===== config.mk =====
export PLATFORM = sky130hd
export DESIGN_NAME = obd2_poll_and_reply_decoder_core
export DESIGN_NICKNAME = d
export VERILOG_FILES = /design/src/rtl/obd2_pkg.sv /design/src/rtl/obd2_cfg_regs.sv /design/src/rtl/obd2_reply_decode.sv /design/src/rtl/obd2_poll_and_reply_decoder_core.sv
export SDC_FILE = /design/constraint.sdc
export NUM_CORES = 1
export LEC_CHECK = 0
export BUFFER_PORTS_ARGS = -buffer_cell sky130_fd_sc_hd__buf_2
export CORE_MARGIN = 1
export CORE_UTILIZATION = 57
export CTS_BUF_LIST = sky130_fd_sc_hd__clkbuf_4
export CTS_CLUSTER_DIAMETER = 40
export DETAILED_ROUTE_END_ITERATION = 12
export PLACE_DENSITY = 0.88
export SETUP_SLACK_MARGIN = 0.3
export SYNTH_ARGS = -nofsm -noshare
export SYNTH_HDL_FRONTEND = slang
export SYNTH_SLANG_ARGS = --single-unit
export TNS_END_PERCENT = 20

===== constraint.sdc =====
create_clock -name clk -period 11.6 [get_ports clk]
set_clock_uncertainty 0.1 [all_clocks]
set_input_delay 0.58 -clock clk [delete_from_list [all_inputs] [get_ports clk]]
set_output_delay 0.58 -clock clk [all_outputs]
set_load 0.005 [all_outputs]

===== src/rtl/obd2_pkg.sv =====
`timescale 1ns / 1ps
// ----------------------------------------------------------------------------
// OBD-II poll and reply decoder package
// Shared types, codes and small helper functions.
// ----------------------------------------------------------------------------
package obd2_pkg;

  localparam int unsigned CanIdW    = 11;
  localparam int unsigned TickW     = 16;
  localparam int unsigned RpmW      = 14;
  localparam int unsigned SpeedW    = 8;
  localparam int unsigned CoolantW  = 9;
  localparam int unsigned LoadW     = 7;
  localparam int unsigned PaddrW    = 3;
  localparam int unsigned PdataW    = 32;

  localparam logic [CanIdW-1:0] ReqIdReset   = 11'h7DF;
  localparam logic [TickW-1:0]  TimeoutReset = 16'd2500;
  localparam logic [TickW-1:0]  TickMax      = 16'hFFFF;

  localparam logic [7:0] ReplyIdHigh8 = 8'hFD;
  localparam logic [7:0] ReplyMode    = 8'h41;
  localparam logic [7:0] PollCount    = 8'h02;
  localparam logic [7:0] PollMode     = 8'h01;
  localparam logic [39:0] PollPad     = 40'h55_5555_5555;

  localparam logic [7:0] PidRpm     = 8'h0C;
  localparam logic [7:0] PidSpeed   = 8'h0D;
  localparam logic [7:0] PidCoolant = 8'h05;
  localparam logic [7:0] PidLoad    = 8'h04;

  typedef enum logic [1:0] {
    KIND_TICK  = 2'd0,
    KIND_FRAME = 2'd1,
    KIND_POLL  = 2'd2
  } kind_t;

  typedef enum logic [2:0] {
    STAT_NONE    = 3'd0,
    STAT_RPM     = 3'd1,
    STAT_SPEED   = 3'd2,
    STAT_COOLANT = 3'd3,
    STAT_LOAD    = 3'd4,
    STAT_OTHER   = 3'd5
  } status_t;

  typedef enum logic [PaddrW-1:0] {
    REG_REQ_ID  = 3'd0,
    REG_TIMEOUT = 3'd4
  } reg_addr_t;

  typedef struct packed {
    logic [CanIdW-1:0] request_can_id;
    logic [TickW-1:0]  link_timeout_ticks;
  } cfg_t;

  typedef struct packed {
    logic                 accepted;
    status_t              status;
    logic [RpmW-1:0]      rpm;
    logic [SpeedW-1:0]    speed;
    logic [CoolantW-1:0]  coolant;
    logic [LoadW-1:0]     load;
  } dec_t;

  function automatic logic [7:0] poll_pid(input logic [1:0] phase);
    logic [7:0] pid;
    case (phase)
      2'd0:    pid = PidRpm;
      2'd1:    pid = PidSpeed;
      2'd2:    pid = PidCoolant;
      default: pid = PidLoad;
    endcase
    return pid;
  endfunction

  // Exact floor(a * 100 / 255) for any byte.
  function automatic logic [LoadW-1:0] load_pct(input logic [7:0] a);
    logic [14:0] prod;
    logic [15:0] sum;
    prod = 15'(a) * 15'd100;
    sum  = 16'(prod) + 16'(prod[14:8]) + 16'd1;
    return sum[14:8];
  endfunction

endpackage


===== src/rtl/obd2_cfg_regs.sv =====
`timescale 1ns / 1ps
// ----------------------------------------------------------------------------
// OBD-II configuration registers
// APB-style register file holding the poll identifier and link timeout.
// ----------------------------------------------------------------------------
module obd2_cfg_regs (
  input  logic                             clk,
  input  logic                             rst_n,
  input  logic                             psel,
  input  logic                             penable,
  input  logic                             pwrite,
  input  logic [obd2_pkg::PaddrW-1:0]      paddr,
  input  logic [obd2_pkg::PdataW-1:0]      pwdata,
  output logic [obd2_pkg::PdataW-1:0]      prdata,
  output logic                             pready,
  output obd2_pkg::cfg_t                   cfg
);

  logic [obd2_pkg::CanIdW-1:0] req_id_r;
  logic [obd2_pkg::TickW-1:0]  timeout_r;
  logic                        wr_en;
  logic                        sel_timeout;

  assign pready      = 1'b1;
  assign wr_en       = psel & penable & pwrite;
  assign sel_timeout = paddr[2];

  always_ff @(posedge clk) begin
    if (!rst_n) begin
      req_id_r  <= obd2_pkg::ReqIdReset;
      timeout_r <= obd2_pkg::TimeoutReset;
    end else if (wr_en) begin
      if (sel_timeout) begin
        timeout_r <= pwdata[obd2_pkg::TickW-1:0];
      end else begin
        req_id_r <= pwdata[obd2_pkg::CanIdW-1:0];
      end
    end
  end

  always_comb begin
    if (sel_timeout) begin
      prdata = obd2_pkg::PdataW'(timeout_r);
    end else begin
      prdata = obd2_pkg::PdataW'(req_id_r);
    end
  end

  assign cfg.request_can_id     = req_id_r;
  assign cfg.link_timeout_ticks = timeout_r;

endmodule


===== src/rtl/obd2_reply_decode.sv =====
`timescale 1ns / 1ps
// ----------------------------------------------------------------------------
// OBD-II reply decoder
// Qualifies a received frame as a mode 01 reply and decodes its PID.
// ----------------------------------------------------------------------------
module obd2_reply_decode (
  input  logic [1:0]                   kind,
  input  logic [obd2_pkg::CanIdW-1:0]  frame_id,
  input  logic [3:0]                   frame_length,
  input  logic [63:0]                  frame_bytes,
  output obd2_pkg::dec_t               dec
);

  logic [7:0] byte0;
  logic [7:0] mode;
  logic [7:0] pid;
  logic [7:0] a;
  logic [7:0] b;
  logic       has_one;
  logic       has_two;

  assign byte0 = frame_bytes[63:56];
  assign mode  = frame_bytes[55:48];
  assign pid   = frame_bytes[47:40];
  assign a     = frame_bytes[39:32];
  assign b     = frame_bytes[31:24];

  // Length byte counts the mode and PID bytes as well as the data bytes.
  assign has_one = (byte0 >= 8'd3);
  assign has_two = (byte0 >= 8'd4);

  always_comb begin
    dec.accepted = (kind == obd2_pkg::KIND_FRAME) &&
                   (frame_id[10:3] == obd2_pkg::ReplyIdHigh8) &&
                   (frame_length >= 4'd3) &&
                   (mode == obd2_pkg::ReplyMode);
    dec.rpm      = {a, b[7:2]};
    dec.speed    = a;
    dec.coolant  = {1'b0, a} - 9'd40;
    dec.load     = obd2_pkg::load_pct(a);
    dec.status   = obd2_pkg::STAT_NONE;
    if (dec.accepted) begin
      dec.status = obd2_pkg::STAT_OTHER;
      if (has_one) begin
        case (pid)
          obd2_pkg::PidRpm: begin
            if (has_two) begin
              dec.status = obd2_pkg::STAT_RPM;
            end
          end
          obd2_pkg::PidSpeed:   dec.status = obd2_pkg::STAT_SPEED;
          obd2_pkg::PidCoolant: dec.status = obd2_pkg::STAT_COOLANT;
          obd2_pkg::PidLoad:    dec.status = obd2_pkg::STAT_LOAD;
          default:              dec.status = obd2_pkg::STAT_OTHER;
        endcase
      end
    end
  end

endmodule


===== src/rtl/obd2_poll_and_reply_decoder_core.sv =====
`timescale 1ns / 1ps
// ----------------------------------------------------------------------------
// OBD-II poll and reply decoder core
// Generates rotating mode 01 poll frames, decodes replies and tracks link age.
// ----------------------------------------------------------------------------
// Channel   Direction  Handshake             Payload
// in_       request    in_valid / in_stall   kind, frame id, length, bytes
// out_      result     out_valid / out_stall poll frame, status, stored values
// cfg       APB        psel/penable/pready   request id, link timeout
//
// An accepted request sits in the input register, is decoded combinationally and
// written into the result register unless a stalled result is held there. One
// request per cycle is sustained while out_stall is low. Reset is synchronous,
// clears control state and stored values, and loads the configuration defaults. A
// stalled result holds while the input register still takes one more request.
// ----------------------------------------------------------------------------
module obd2_poll_and_reply_decoder_core (
  input  logic                              clk,
  input  logic                              rst_n,
  input  logic                              in_valid,
  output logic                              in_stall,
  input  logic [1:0]                        in_kind,
  input  logic [10:0]                       in_frame_id,
  input  logic [3:0]                        in_frame_length,
  input  logic [63:0]                       in_frame_bytes,
  output logic                              out_valid,
  input  logic                              out_stall,
  output logic                              out_poll_valid,
  output logic [10:0]                       out_poll_id,
  output logic [63:0]                       out_poll_bytes,
  output logic [2:0]                        out_decode_status,
  output logic [13:0]                       out_engine_rpm,
  output logic [7:0]                        out_vehicle_speed,
  output logic signed [8:0]                 out_coolant_temp,
  output logic [6:0]                        out_engine_load,
  output logic                              out_link_up,
  input  logic                              psel,
  input  logic                              penable,
  input  logic                              pwrite,
  input  logic [obd2_pkg::PaddrW-1:0]       paddr,
  input  logic [obd2_pkg::PdataW-1:0]       pwdata,
  output logic [obd2_pkg::PdataW-1:0]       prdata,
  output logic                              pready
);

  obd2_pkg::cfg_t cfg;
  obd2_pkg::dec_t dec;

  logic        in_valid_r;
  logic [1:0]  kind_r;
  logic [10:0] frame_id_r;
  logic [3:0]  frame_length_r;
  logic [63:0] frame_bytes_r;

  logic [1:0]                    phase_r, phase_nxt;
  logic                          seen_r, seen_nxt;
  logic [obd2_pkg::TickW-1:0]    ticks_r, ticks_nxt;
  logic [obd2_pkg::RpmW-1:0]     rpm_r, rpm_nxt;
  logic [obd2_pkg::SpeedW-1:0]   speed_r, speed_nxt;
  logic [obd2_pkg::CoolantW-1:0] coolant_r, coolant_nxt;
  logic [obd2_pkg::LoadW-1:0]    load_r, load_nxt;

  logic        out_valid_r;
  logic        poll_valid_r, poll_valid_nxt;
  logic [10:0] poll_id_r, poll_id_nxt;
  logic [63:0] poll_bytes_r, poll_bytes_nxt;
  logic [2:0]  status_r;
  logic        link_up_r, link_up_nxt;

  logic advance;
  logic in_take;

  assign advance  = in_valid_r & (~out_valid_r | ~out_stall);
  assign in_stall = in_valid_r & ~advance;
  assign in_take  = in_valid & ~in_stall;

  obd2_cfg_regs u_cfg (
    .clk     (clk),
    .rst_n   (rst_n),
    .psel    (psel),
    .penable (penable),
    .pwrite  (pwrite),
    .paddr   (paddr),
    .pwdata  (pwdata),
    .prdata  (prdata),
    .pready  (pready),
    .cfg     (cfg)
  );

  obd2_reply_decode u_dec (
    .kind         (kind_r),
    .frame_id     (frame_id_r),
    .frame_length (frame_length_r),
    .frame_bytes  (frame_bytes_r),
    .dec          (dec)
  );

  always_comb begin
    phase_nxt      = phase_r;
    seen_nxt       = seen_r;
    ticks_nxt      = ticks_r;
    rpm_nxt        = rpm_r;
    speed_nxt      = speed_r;
    coolant_nxt    = coolant_r;
    load_nxt       = load_r;
    poll_valid_nxt = 1'b0;
    poll_id_nxt    = '0;
    poll_bytes_nxt = '0;
    case (kind_r)
      obd2_pkg::KIND_TICK: begin
        if (ticks_r != obd2_pkg::TickMax) begin
          ticks_nxt = ticks_r + 16'd1;
        end
      end
      obd2_pkg::KIND_POLL: begin
        poll_valid_nxt = 1'b1;
        poll_id_nxt    = cfg.request_can_id;
        poll_bytes_nxt = {obd2_pkg::PollCount, obd2_pkg::PollMode,
                          obd2_pkg::poll_pid(phase_r), obd2_pkg::PollPad};
        phase_nxt      = phase_r + 2'd1;
      end
      default: begin
      end
    endcase
    if (dec.accepted) begin
      seen_nxt  = 1'b1;
      ticks_nxt = '0;
    end
    case (dec.status)
      obd2_pkg::STAT_RPM:     rpm_nxt     = dec.rpm;
      obd2_pkg::STAT_SPEED:   speed_nxt   = dec.speed;
      obd2_pkg::STAT_COOLANT: coolant_nxt = dec.coolant;
      obd2_pkg::STAT_LOAD:    load_nxt    = dec.load;
      default: begin
      end
    endcase
    link_up_nxt = seen_nxt & (ticks_nxt < cfg.link_timeout_ticks);
  end

  always_ff @(posedge clk) begin
    if (!rst_n) begin
      in_valid_r  <= 1'b0;
      out_valid_r <= 1'b0;
      phase_r     <= '0;
      seen_r      <= 1'b0;
      ticks_r     <= '0;
      rpm_r       <= '0;
      speed_r     <= '0;
      coolant_r   <= '0;
      load_r      <= '0;
    end else begin
      if (in_take) begin
        in_valid_r <= 1'b1;
      end else if (advance) begin
        in_valid_r <= 1'b0;
      end
      if (advance) begin
        out_valid_r <= 1'b1;
        phase_r     <= phase_nxt;
        seen_r      <= seen_nxt;
        ticks_r     <= ticks_nxt;
        rpm_r       <= rpm_nxt;
        speed_r     <= speed_nxt;
        coolant_r   <= coolant_nxt;
        load_r      <= load_nxt;
      end else if (!out_stall) begin
        out_valid_r <= 1'b0;
      end
    end
  end

  always_ff @(posedge clk) begin
    if (in_take) begin
      kind_r         <= in_kind;
      frame_id_r     <= in_frame_id;
      frame_length_r <= in_frame_length;
      frame_bytes_r  <= in_frame_bytes;
    end
    if (advance) begin
      poll_valid_r <= poll_valid_nxt;
      poll_id_r    <= poll_id_nxt;
      poll_bytes_r <= poll_bytes_nxt;
      status_r     <= dec.status;
      link_up_r    <= link_up_nxt;
    end
  end

  assign out_valid         = out_valid_r;
  assign out_poll_valid    = poll_valid_r;
  assign out_poll_id       = poll_id_r;
  assign out_poll_bytes    = poll_bytes_r;
  assign out_decode_status = status_r;
  assign out_engine_rpm    = rpm_r;
  assign out_vehicle_speed = speed_r;
  assign out_coolant_temp  = $signed(coolant_r);
  assign out_engine_load   = load_r;
  assign out_link_up       = link_up_r;

endmodule


==> results.md, run 1 <==
Final layout:
- The net count of the finished layout is 1143.
- From synthesis to final layout, the design area changed by 12.1%.
- After the flow finishes, the layout carries non-filler instances totaling 1156.
- The area occupied by multi-input gates is 3790 um2.
- The finished cells cover 9280 um2.
- The number of fillers in the final layout is 1090.
- The sequential cell area in the final layout is 3850 um2.
- Of the cells placed in the final design, the portion with a size suffix greater than 1 is 0.250.
- Once layout is complete, the utilization of the core stands at 0.661.

Logic synthesis:
- Of the post-synthesis cell area, the dominant cell type holds 0.257.
- Summing every instance area after synthesis gives 8280 um2.
- The most common cell in the netlist is sky130_fd_sc_hd__dfxtp_1.
- Yosys mapped the design onto 76 distinct sky130hd cell types.
- In the synthesized netlist, the number of instances is 806.
- Counting flops with an async set or reset pin after synthesis yields a share of 0.
- The mean instance size in the synthesized netlist is 10.3 um2.
- By count the netlist is led by 86 x sky130_fd_sc_hd__dfxtp_1, 83 x sky130_fd_sc_hd__nand2_1, 80 x sky130_fd_sc_hd__buf_4.
- The predominant post-synthesis flop cell is sky130_fd_sc_hd__dfxtp_1.
- In this run, synthesis inferred 71 flip-flops with an integrated enable.
- For this run, the register share of the synthesized area comes to 0.465.
- The synthesized flop and latch total is 157.
- In the post-synthesis netlist, the biggest area contributors are sky130_fd_sc_hd__edfxtp_1 26%, sky130_fd_sc_hd__dfxtp_1 21%, sky130_fd_sc_hd__ha_1 8.3%.
- The Yosys warning count is 0.
- The library cell with the largest summed area after synthesis is sky130_fd_sc_hd__edfxtp_1.

Placed design:
- Counting tap cells, the placed design contains a total of 1112 instances.
- The final weighted congestion in routability-driven placement is 0.866.
- The area of placed instances is 8900 um2.
- Port buffering added 172 buffers.
- Summed over all nets, the half-perimeter wirelength after detailed placement is 12.2 mm.

Timing:
- Setup repair after global routing left no endpoint under its margin.
- The number of pins with negative max-slew slack in the final report came to 0.
- The worst-margin pin slew is 1030 ps.
- The headroom to the max-slew limit is 0.306.
- The minimum clock period is 5280 ps.
- The period utilization is 0.455.
- Static timing analysis puts the maximum clock frequency at 189 MHz.
- The hold violation total from the final report is 0.
- The sum of negative setup slack is 0 ps.
- Setup violations remaining at the end of the flow were counted as 0.

Die:
- After floorplanning, the core was divided into 43 placement rows.
- The die is 123 um tall.
- For this design the top-level I/O count stands at 276.
- The initial core utilization is 0.590.
- The die covers 15000 um2.
- The width of the die is 123 um.
- The core box area is 14000 um2.

Global routing:
- The combined global-route utilization of all metal layers is 0.228.
- The number of antenna violations at the first check in global routing is 0.
- The first global-routing pass estimated 26.4 mm of wire.
- The via count of the first global-routing pass came to 5726.
- Entering global routing, the biggest net connects 58 pins.
- The remaining global-route overflow is 0.

Power and ir drop:
- The leakage component of the power is 4.08 nW.
- For this design the ratio of total power to cell area is 122 nW/um2.
- The total power consumption of the routed design is 1.13 mW.
- The worst voltage drop across the vdd grid is 0.0902 mV.

Critical path:
- The data arrival at the endpoint of the critical path is 5680 ps.
- In this run the register-to-register setup slack is 6320 ps.
- The depth of the worst register-to-register path is 18.
- For this run, the slowest stage of the critical path takes 540 ps.
- The worst setup path is launched from a flop.
- The cell occurring most often along the worst timing path is sky130_fd_sc_hd__ha_1.
- The slowest stage of the critical path is the sky130_fd_sc_hd__edfxtp_1 cell.
- The startpoint of the worst-slack reg-to-reg timing path is frame_bytes_r[35].
- The critical path goes through inv_1 > ha_1 > ha_1 > inv_1 > fa_1 > inv_1 > ha_1 > a41oi_1 > nand2_1 > xor2_1 > ha_1 > nor4_1 > a32o_1 > a211oi_2 > a32o_1 > o21ai_4 > or3_1 > a311oi_1.
- The category of the critical setup timing path is flop to flop.
- The total buffers and inverters traversed by the critical path is 3.
- On the critical path the largest part of the delay comes from adder cells.
- The element type at the critical path end is a flop.
- The maximum net fanout on the critical path is 8.
- The end of the worst register-to-register path is out_engine_load[4].
- STA puts the critical path data required time at 11990 ps.

CTS:
- Counting along the longest clock path gives a buffer depth of 2.
- Clock-pin slew was measured on the worst setup and hold paths at 160 ps.
- The tree is rooted in a sky130_fd_sc_hd__clkbuf_4.
- The worst-skew pair later-pin latency is 590 ps.
- TritonCTS built the clock tree.
- The post-CTS resize count is 0.
- The count of H-tree levels built during CTS is 4.
- The number of CTS-inserted buffers is 17.
- For this design, the sink count on the clock tree is 157.

Route:
- The count of nets left with antenna violations once routing finished came out at 0.
- The routed design has 16.6 mm of wire.
- The DRC violation count after routing is 0.
- The total number of vias is 6107.
- The pre-antenna-repair detailed-routing pass consisted of 4 iterations.
- The first-iteration detailed-routing DRC count is 368.
- The per-cell routed wire length is 14.4 um.
- The via density per instance is 5.28.

Worst hold path:
- The class of the worst hold path is input port to flop.
- The worst min-delay path startpoint is in_frame_bytes[47].
- The endpoint with the worst hold slack is frame_bytes_r[47].
- The number of instances on the worst hold path is 1.

Job:
- The tool flagged a number of max-cap violations equal to 0.

Status:
- The run finished with clean final reports.
-- where the power goes --
group | switching [mW] | internal, mW | leakage, nW | total, mW
clock | 0.223 | 0.0964 | 0.151 | 0.319
sequential | 0.0114 | 0.597 | 1.38 | 0.609
combinational | 0.118 | 0.0837 | 2.54 | 0.201
total | 0.352 | 0.777 | 4.08 | 1.13
-- layout make-up --
| class | instances | share of cell area |
|---|---|---|
| clock buffer | 17 | 0.0137 |
| tap | 180 | 0.0243 |
| sequential | 157 | 0.415 |
| antenna | 1 | 0.000270 |
| timing repair buffer | 187 | 0.108 |
| multi-input combinational | 563 | 0.409 |
| inverter | 36 | 0.0146 |
| clock inverter | 15 | 0.0156 |
-- per-layer routing --
| layer | GRT usage | up-vias | share of wire |
|---|---|---|---|
| met5 | 0 | - | 0 |
| met4 | 0.0998 | 0 | 0.020 |
| met3 | 0.0646 | 26 | 0.060 |
| met2 | 0.399 | 209 | 0.51 |
| met1 | 0.258 | 2862 | 0.41 |
| li1 | - | 3010 | - |
-- kinds of logic (layout without fill, tap and decap cells) --
group                      after synthesis  in the layout  synth area share
buffers and inverters                  140            255             0.102
DFF                                    157            157             0.465
AOI/OAI and AO/OA                      116            116            0.0935
xor gates and xnor gates                30             30            0.0326
adders and majority gates               58             58            0.0904
other                                    2             57          0.000907
muxes                                   41             41            0.0512
and+or+nand+nor                        262            262             0.164
-- placed cells by master (no fill, tap or decap), types with 3 or more instances in the layout --
master	Yosys	routed
sky130_fd_sc_hd__a211oi_1	6	6
sky130_fd_sc_hd__a21o_1	10	10
sky130_fd_sc_hd__a21oi_1	40	40
sky130_fd_sc_hd__and2_1	17	17
sky130_fd_sc_hd__and3_1	3	3
sky130_fd_sc_hd__and4_1	3	3
sky130_fd_sc_hd__buf_2	3	172
sky130_fd_sc_hd__buf_4	80	4
sky130_fd_sc_hd__clkbuf_4	0	17
sky130_fd_sc_hd__conb_1	2	56
sky130_fd_sc_hd__dfxtp_1	86	86
sky130_fd_sc_hd__dlygate4sd3_1	0	11
sky130_fd_sc_hd__edfxtp_1	71	71
sky130_fd_sc_hd__fa_1	3	3
sky130_fd_sc_hd__ha_1	55	55
sky130_fd_sc_hd__inv_1	36	35
sky130_fd_sc_hd__inv_6	0	7
sky130_fd_sc_hd__inv_8	0	3
sky130_fd_sc_hd__mux2_2	11	11
sky130_fd_sc_hd__mux2i_1	30	30
sky130_fd_sc_hd__nand2_1	83	83
sky130_fd_sc_hd__nand2b_1	4	4
sky130_fd_sc_hd__nand3_1	23	23
sky130_fd_sc_hd__nand4_1	8	8
sky130_fd_sc_hd__nor2_1	77	77
sky130_fd_sc_hd__nor3_1	4	4
sky130_fd_sc_hd__nor3_4	5	5
sky130_fd_sc_hd__nor4_1	5	5
sky130_fd_sc_hd__o211ai_1	7	7
sky130_fd_sc_hd__o21a_1	3	3
sky130_fd_sc_hd__o21ai_0	19	19
sky130_fd_sc_hd__or2_2	3	3
sky130_fd_sc_hd__or3_1	7	7
sky130_fd_sc_hd__xnor2_1	18	18
sky130_fd_sc_hd__xor2_1	11	11
-- flip-flops by register name (all words and copies together), names as in the netlist --
register,cells
out_poll_id,11
phase_r,2
out_decode_status,3
out_coolant_temp,9
seen_r,1
frame_id_r,8
u_cfg.timeout_r,16
frame_length_r,4
out_link_up,1
out_poll_bytes,4
out_vehicle_speed,8
out_engine_rpm,14
frame_bytes_r,38
out_valid,1
ticks_r,16
u_cfg.req_id_r,11
kind_r,2
in_valid_r,1
out_engine_load,7
-- how the worst max path moves through the flow --
| stage | slack (ps) | depth (start not counted) | endpoint | start |
|---|---|---|---|---|
| after floorplan | 7020 | 18 | out_engine_load[4] | frame_bytes_r[35] |
| after detailed placement | 6400 | 18 | out_engine_load[4] | frame_bytes_r[35] |
| after CTS | 6330 | 18 | out_engine_load[4] | frame_bytes_r[35] |
| after global placement | 6530 | 18 | out_engine_load[4] | frame_bytes_r[35] |
| after global routing | 6020 | 18 | out_engine_load[4] | frame_bytes_r[35] |
| final | 6320 | 18 | out_engine_load[4] | frame_bytes_r[35] |
-- metrics by stage --
stage               setup WS, ps  hold slack [ps]
floorplan                   7020              326
global placement            6530              337
detailed placement          6400              343
CTS                         6330             5.71
global route                6020           -0.368
finish                      6320             45.5
-- worst register-to-register path, delay by kind of cell (launching register included) --
family | cells | cell delay, ps
compound gates | 6 | 1540
buf+inv | 3 | 180
simple gates | 3 | 550
flops | 1 | 540
fa+ha+maj | 5 | 1870
xor+xnor | 1 | 440
-- what timing repair did --
action / in CTS / in global routing
endpoints found under the hold margin: 0 / 11
setup buffers: 0 / 0
hold buffers: 0 / 11
No activity file was read; power rests on OpenSTA's default activity.
==> inputs of run 2 (changes only) <==
Settings changed: ABC_AREA from default to 1, CORE_UTILIZATION 57 to 53, PLACE_DENSITY 0.88 to 0.82.
Clock period 11.6 ns to 5.5 ns, I/O delays scaled along.
==> run 2 against run 1 <==
Against the previous run: cell area grew 11%; setup slack got worse by 5300 ps; count of clock-buffer cells in the layout up 2; sequential share of layout area is 4.2 points lower; final cell count is 26% higher; global-route usage increased by 1.2 points; critical path type unchanged; register-to-register slack worse by 5300 ps; flip-flop and latch count is the same; clock power increased by 140%.
==> results.md, run 2 <==
Timing:
- The headroom to the max-slew limit is 0.240.
- The minimum clock period is 4520 ps.
- The tightest hold path in the finished design has a slack of 169 ps.
- The setup-violating endpoint count in the final report is 0.
- The worst-margin pin slew is 1140 ps.
- In the finished design, the share of the clock period the worst path needs comes to 0.822.
- The hold violation total from the final report came to 0.
- Setup repair after global routing left no endpoint under its margin.
- The number of pins with negative max-slew slack in the final report was 0.
- The sum of negative setup slack is 0 ps.
- The achievable clock frequency is 221 MHz.

Die:
- The initial core utilization is 0.544.
- The floorplan step defined a die boundary enclosing 16800 um2.
- The core box area is 15900 um2.
- The number of placement rows is 46.
- The die is 130 um tall.
- The width of the die is 130 um.
- In this run the count of I/O pins placed on the die edge is 276.

CTS:
- Clock-pin slew was measured on the worst setup and hold paths at 140 ps.
- The clock passes through at most 2 buffers.
- The number of CTS-inserted buffers is 17.
- The TritonCTS clock tree is built.
- The number of gates resized after CTS was 0.
- The worst-skew pair later-pin latency is 570 ps.
- The root buffer cell is sky130_fd_sc_hd__clkbuf_4.
- The tree built by TritonCTS fans out to 157 sinks.
- The count of H-tree levels built during CTS is 4.

Power and ir drop:
- The net switching power figure is 774 uW.
- In this run the power density over the cells is 249 nW/um2.
- Internal power comes to 1.80 mW.
- The share of total power dissipated in the clock network is 0.296.
- Across the VDD grid, the largest voltage drop is 0.198 mV.
- The share of total power dissipated in sequential elements is 0.505.
- Of the total power, the share spent switching nets is 0.301.
- The fraction of power consumed by combinational cells is 0.199.
- The leakage component of the power is 4.99 nW.

Logic synthesis:
- For this run, the number of Yosys warnings is 0.
- Sorting the synthesized cells by how often they occur yields 152 x sky130_fd_sc_hd__nand2_1, 127 x sky130_fd_sc_hd__nor2_1, 126 x sky130_fd_sc_hd__inv_1.
- Synthesis inferred 157 register bits.
- In this run the cell area of the synthesized design comes to 8650 um2.
- The count of flip-flops with a built-in enable after synthesis is 71.
- The area share of the leading cell type in the synthesized netlist is 0.247.
- The async set-reset flop share out of synthesis is 0.
- The share of the Yosys chip area taken by registers is 0.446.
- The mean instance size in the synthesized netlist is 8.51 um2.
- The netlist uses 53 different library cells.
- The most common cell in the netlist is sky130_fd_sc_hd__nand2_1.
- Ranked by total cell area, the synthesized netlist is headed by sky130_fd_sc_hd__edfxtp_1 25%, sky130_fd_sc_hd__dfxtp_1 20%, sky130_fd_sc_hd__ha_1 8.0%.
- Synthesis produced 1016 cells.
- The library cell with the largest summed area after synthesis is sky130_fd_sc_hd__edfxtp_1.
- The predominant post-synthesis flop cell is sky130_fd_sc_hd__dfxtp_1.

Critical path:
- The beginning of the critical path is frame_bytes_r[34].
- For the worst setup path, the data arrival time is 4900 ps.
- The worst setup path is launched from a flop.
- The startpoint of the worst-slack reg-to-reg timing path is frame_bytes_r[34].
- Measured in cells, the most critical reg-to-reg path has a length of 22.
- Of all nets on the critical path, the largest fanout is 9.
- The element type at the critical path end is a flop.
- The critical path is of the flop to flop type.
- STA puts the critical path data required time at 5870 ps.

Placed design:
- The wire-length estimate of the detail-placed layout is 13.1 mm.
- During placement, the flow inserted port buffers numbering 172.
- The final weighted congestion in routability-driven placement is 0.864.

Route:
- Summing over every cut layer, the via total after detailed routing is 7202.
- The first-iteration detailed-routing DRC count is 345.
- The total wire length after detailed routing is 19.8 mm.
- The via density per instance is 4.93.
- The post-detailed-route count of antenna-violating nets is 0.
- After detailed routing, the average wire length per cell comes to 13.6 um.
- The pre-antenna-repair detailed-routing pass consisted of 5 iterations.
- The DRC violation count after routing is 0.

Final layout:
- Once layout is complete, the utilization of the core stands at 0.649.
- The library cell used most frequently in the layout, excluding fill and tap cells, is sky130_fd_sc_hd__buf_2.
- At the end of the flow, the number of nets in the layout was 1411.
- The library cells used most frequently in the layout, excluding fill and tap cells, are 172 x sky130_fd_sc_hd__buf_2, 152 x sky130_fd_sc_hd__nand2_1, 127 x sky130_fd_sc_hd__nor2_1.
- The largest registers in the layout are frame_bytes_r: 38 flops, ticks_r: 16 flops, u_cfg.timeout_r: 16 flops.
- The area added between synthesis and finish is 19.3%.
- The share of cells above drive strength 1 is 0.208.
- The layout has 1250 filler cells.
- The most flop-heavy register is frame_bytes_r.
- The register with the most flip-flops in the layout has 38 of them.

Worst hold path:
- The class of the worst hold path is input port to flop.
- The worst hold path begins at penable.
- The number of instances on the worst hold path is 4.

Global routing:
- After global routing the overflow that remains totals 0.
- The via count of the first global-routing pass was 6558.
- Entering global routing, the biggest net connects 59 pins.
- The number of antenna violations at the first check in global routing is 1.
- The wire length of the first global-routing pass is 31.0 mm.
- The combined global-route utilization of all metal layers is 0.241.

Job:
- The number of maximum-capacitance violations is 0.

Status:
- The flow ran to the end, and the final reports show no timing, DRC or antenna violations.
-- run 2: cell types whose count changed in the layout (fill, tap and decap cells not counted), moves of 13 or more --
cell	delta
sky130_fd_sc_hd__inv_1	+90
sky130_fd_sc_hd__nand2_1	+69
sky130_fd_sc_hd__dlygate4sd3_1	+59
sky130_fd_sc_hd__and2_1	-17
sky130_fd_sc_hd__a21oi_1	+24
sky130_fd_sc_hd__o21ai_1	+25
sky130_fd_sc_hd__xnor2_1	-13
sky130_fd_sc_hd__nor2_1	+50
sky130_fd_sc_hd__mux2i_1	-30
sky130_fd_sc_hd__o21ai_0	+44
-- run 2: kinds of logic after synthesis --
group / count (synthesis) / synth area share
AOI/OAI and AO/OA: 170 / 0.107
and+or+nand+nor: 373 / 0.203
xor gates and xnor gates: 16 / 0.0162
buffers and inverters: 240 / 0.141
DFF: 157 / 0.446
adders and majority gates: 58 / 0.0865
other: 2 / 0.000869
-- run 2: through the flow --
step | std cells | worst slack, ps | instance area (um2) | total power, mW
2_1_floorplan | 1070 | 1530 | 8850 | 1.69
3_3_place_gp | 1357 | 1180 | 9310 | 1.77
6_report | 1460 | 978 | 10300 | 2.57
5_1_grt | 1460 | 494 | 10300 | 2.71
4_1_cts | 1459 | 958 | 10300 | 2.57
3_5_place_dp | 1357 | 998 | 9310 | 1.79
-- run 2: metal layers --
metal | GRT usage | share of wire | routed length, um
met5 | 0 | 0 | 0
met3 | 0.0672 | 0.080 | 1590
met1 | 0.281 | 0.41 | 8110
met2 | 0.421 | 0.49 | 9730
met4 | 0.0876 | 0.019 | 372
-- run 2: worst max-delay path, stage by stage (launching register included) --
cell and delay (ps):
sky130_fd_sc_hd__edfxtp_1 540, sky130_fd_sc_hd__ha_1 360, sky130_fd_sc_hd__ha_1 330, sky130_fd_sc_hd__fa_1 470
sky130_fd_sc_hd__ha_1 380, sky130_fd_sc_hd__a21oi_1 250, sky130_fd_sc_hd__nand2_1 130, sky130_fd_sc_hd__nand2_1 80
sky130_fd_sc_hd__nand2_1 50, sky130_fd_sc_hd__xor2_1 310, sky130_fd_sc_hd__inv_1 80, sky130_fd_sc_hd__ha_1 300
sky130_fd_sc_hd__nand3_1 70, sky130_fd_sc_hd__o21ai_0 260, sky130_fd_sc_hd__nand2_1 90, sky130_fd_sc_hd__nand3_1 70
sky130_fd_sc_hd__nand2_1 60, sky130_fd_sc_hd__nand2_2 130, sky130_fd_sc_hd__nand3_1 110, sky130_fd_sc_hd__nand2_1 100
sky130_fd_sc_hd__nand2_1 50, sky130_fd_sc_hd__nand2_1 70, sky130_fd_sc_hd__inv_1 40
-- run 2: repair_timing --
item / CTS / global route
endpoints found under the hold margin: 81 / 0
endpoints found under the setup margin: 0 / 0
setup buffers: 0 / 0
hold buffers: 70 / 0
-- run 2: cell type report --
class	instances	area, um2	area share
Sequential cell	157	3850	0.374
Multi-Input combinational cell	673	3780	0.367
Timing Repair Buffer	245	1580	0.154
Inverter	136	515	0.0500
Tap cell	216	270	0.0262
Clock inverter	13	163	0.0158
Clock buffer	19	143	0.0138
Antenna cell	1	2.50	0.000243
-- run 2: power groups by stage --
| stage | Combinational [mW] | Clock, mW | Sequential, mW |
|---|---|---|---|
| after floorplan | 0.375 | 0 | 1.32 |
| after global placement | 0.448 | 0 | 1.32 |
| after detailed placement | 0.463 | 0 | 1.32 |
| after CTS | 0.505 | 0.772 | 1.30 |
| after global routing | 0.587 | 0.821 | 1.31 |
| final | 0.513 | 0.761 | 1.30 |
-- run 2: final timing paths --
path	to	slack (ps)
setup / recovery	out_engine_load[1]	980
hold / removal	u_cfg.timeout_r[8]	170
setup reg to reg	out_engine_load[1]	980
hold reg to reg	out_coolant_temp[5]	390
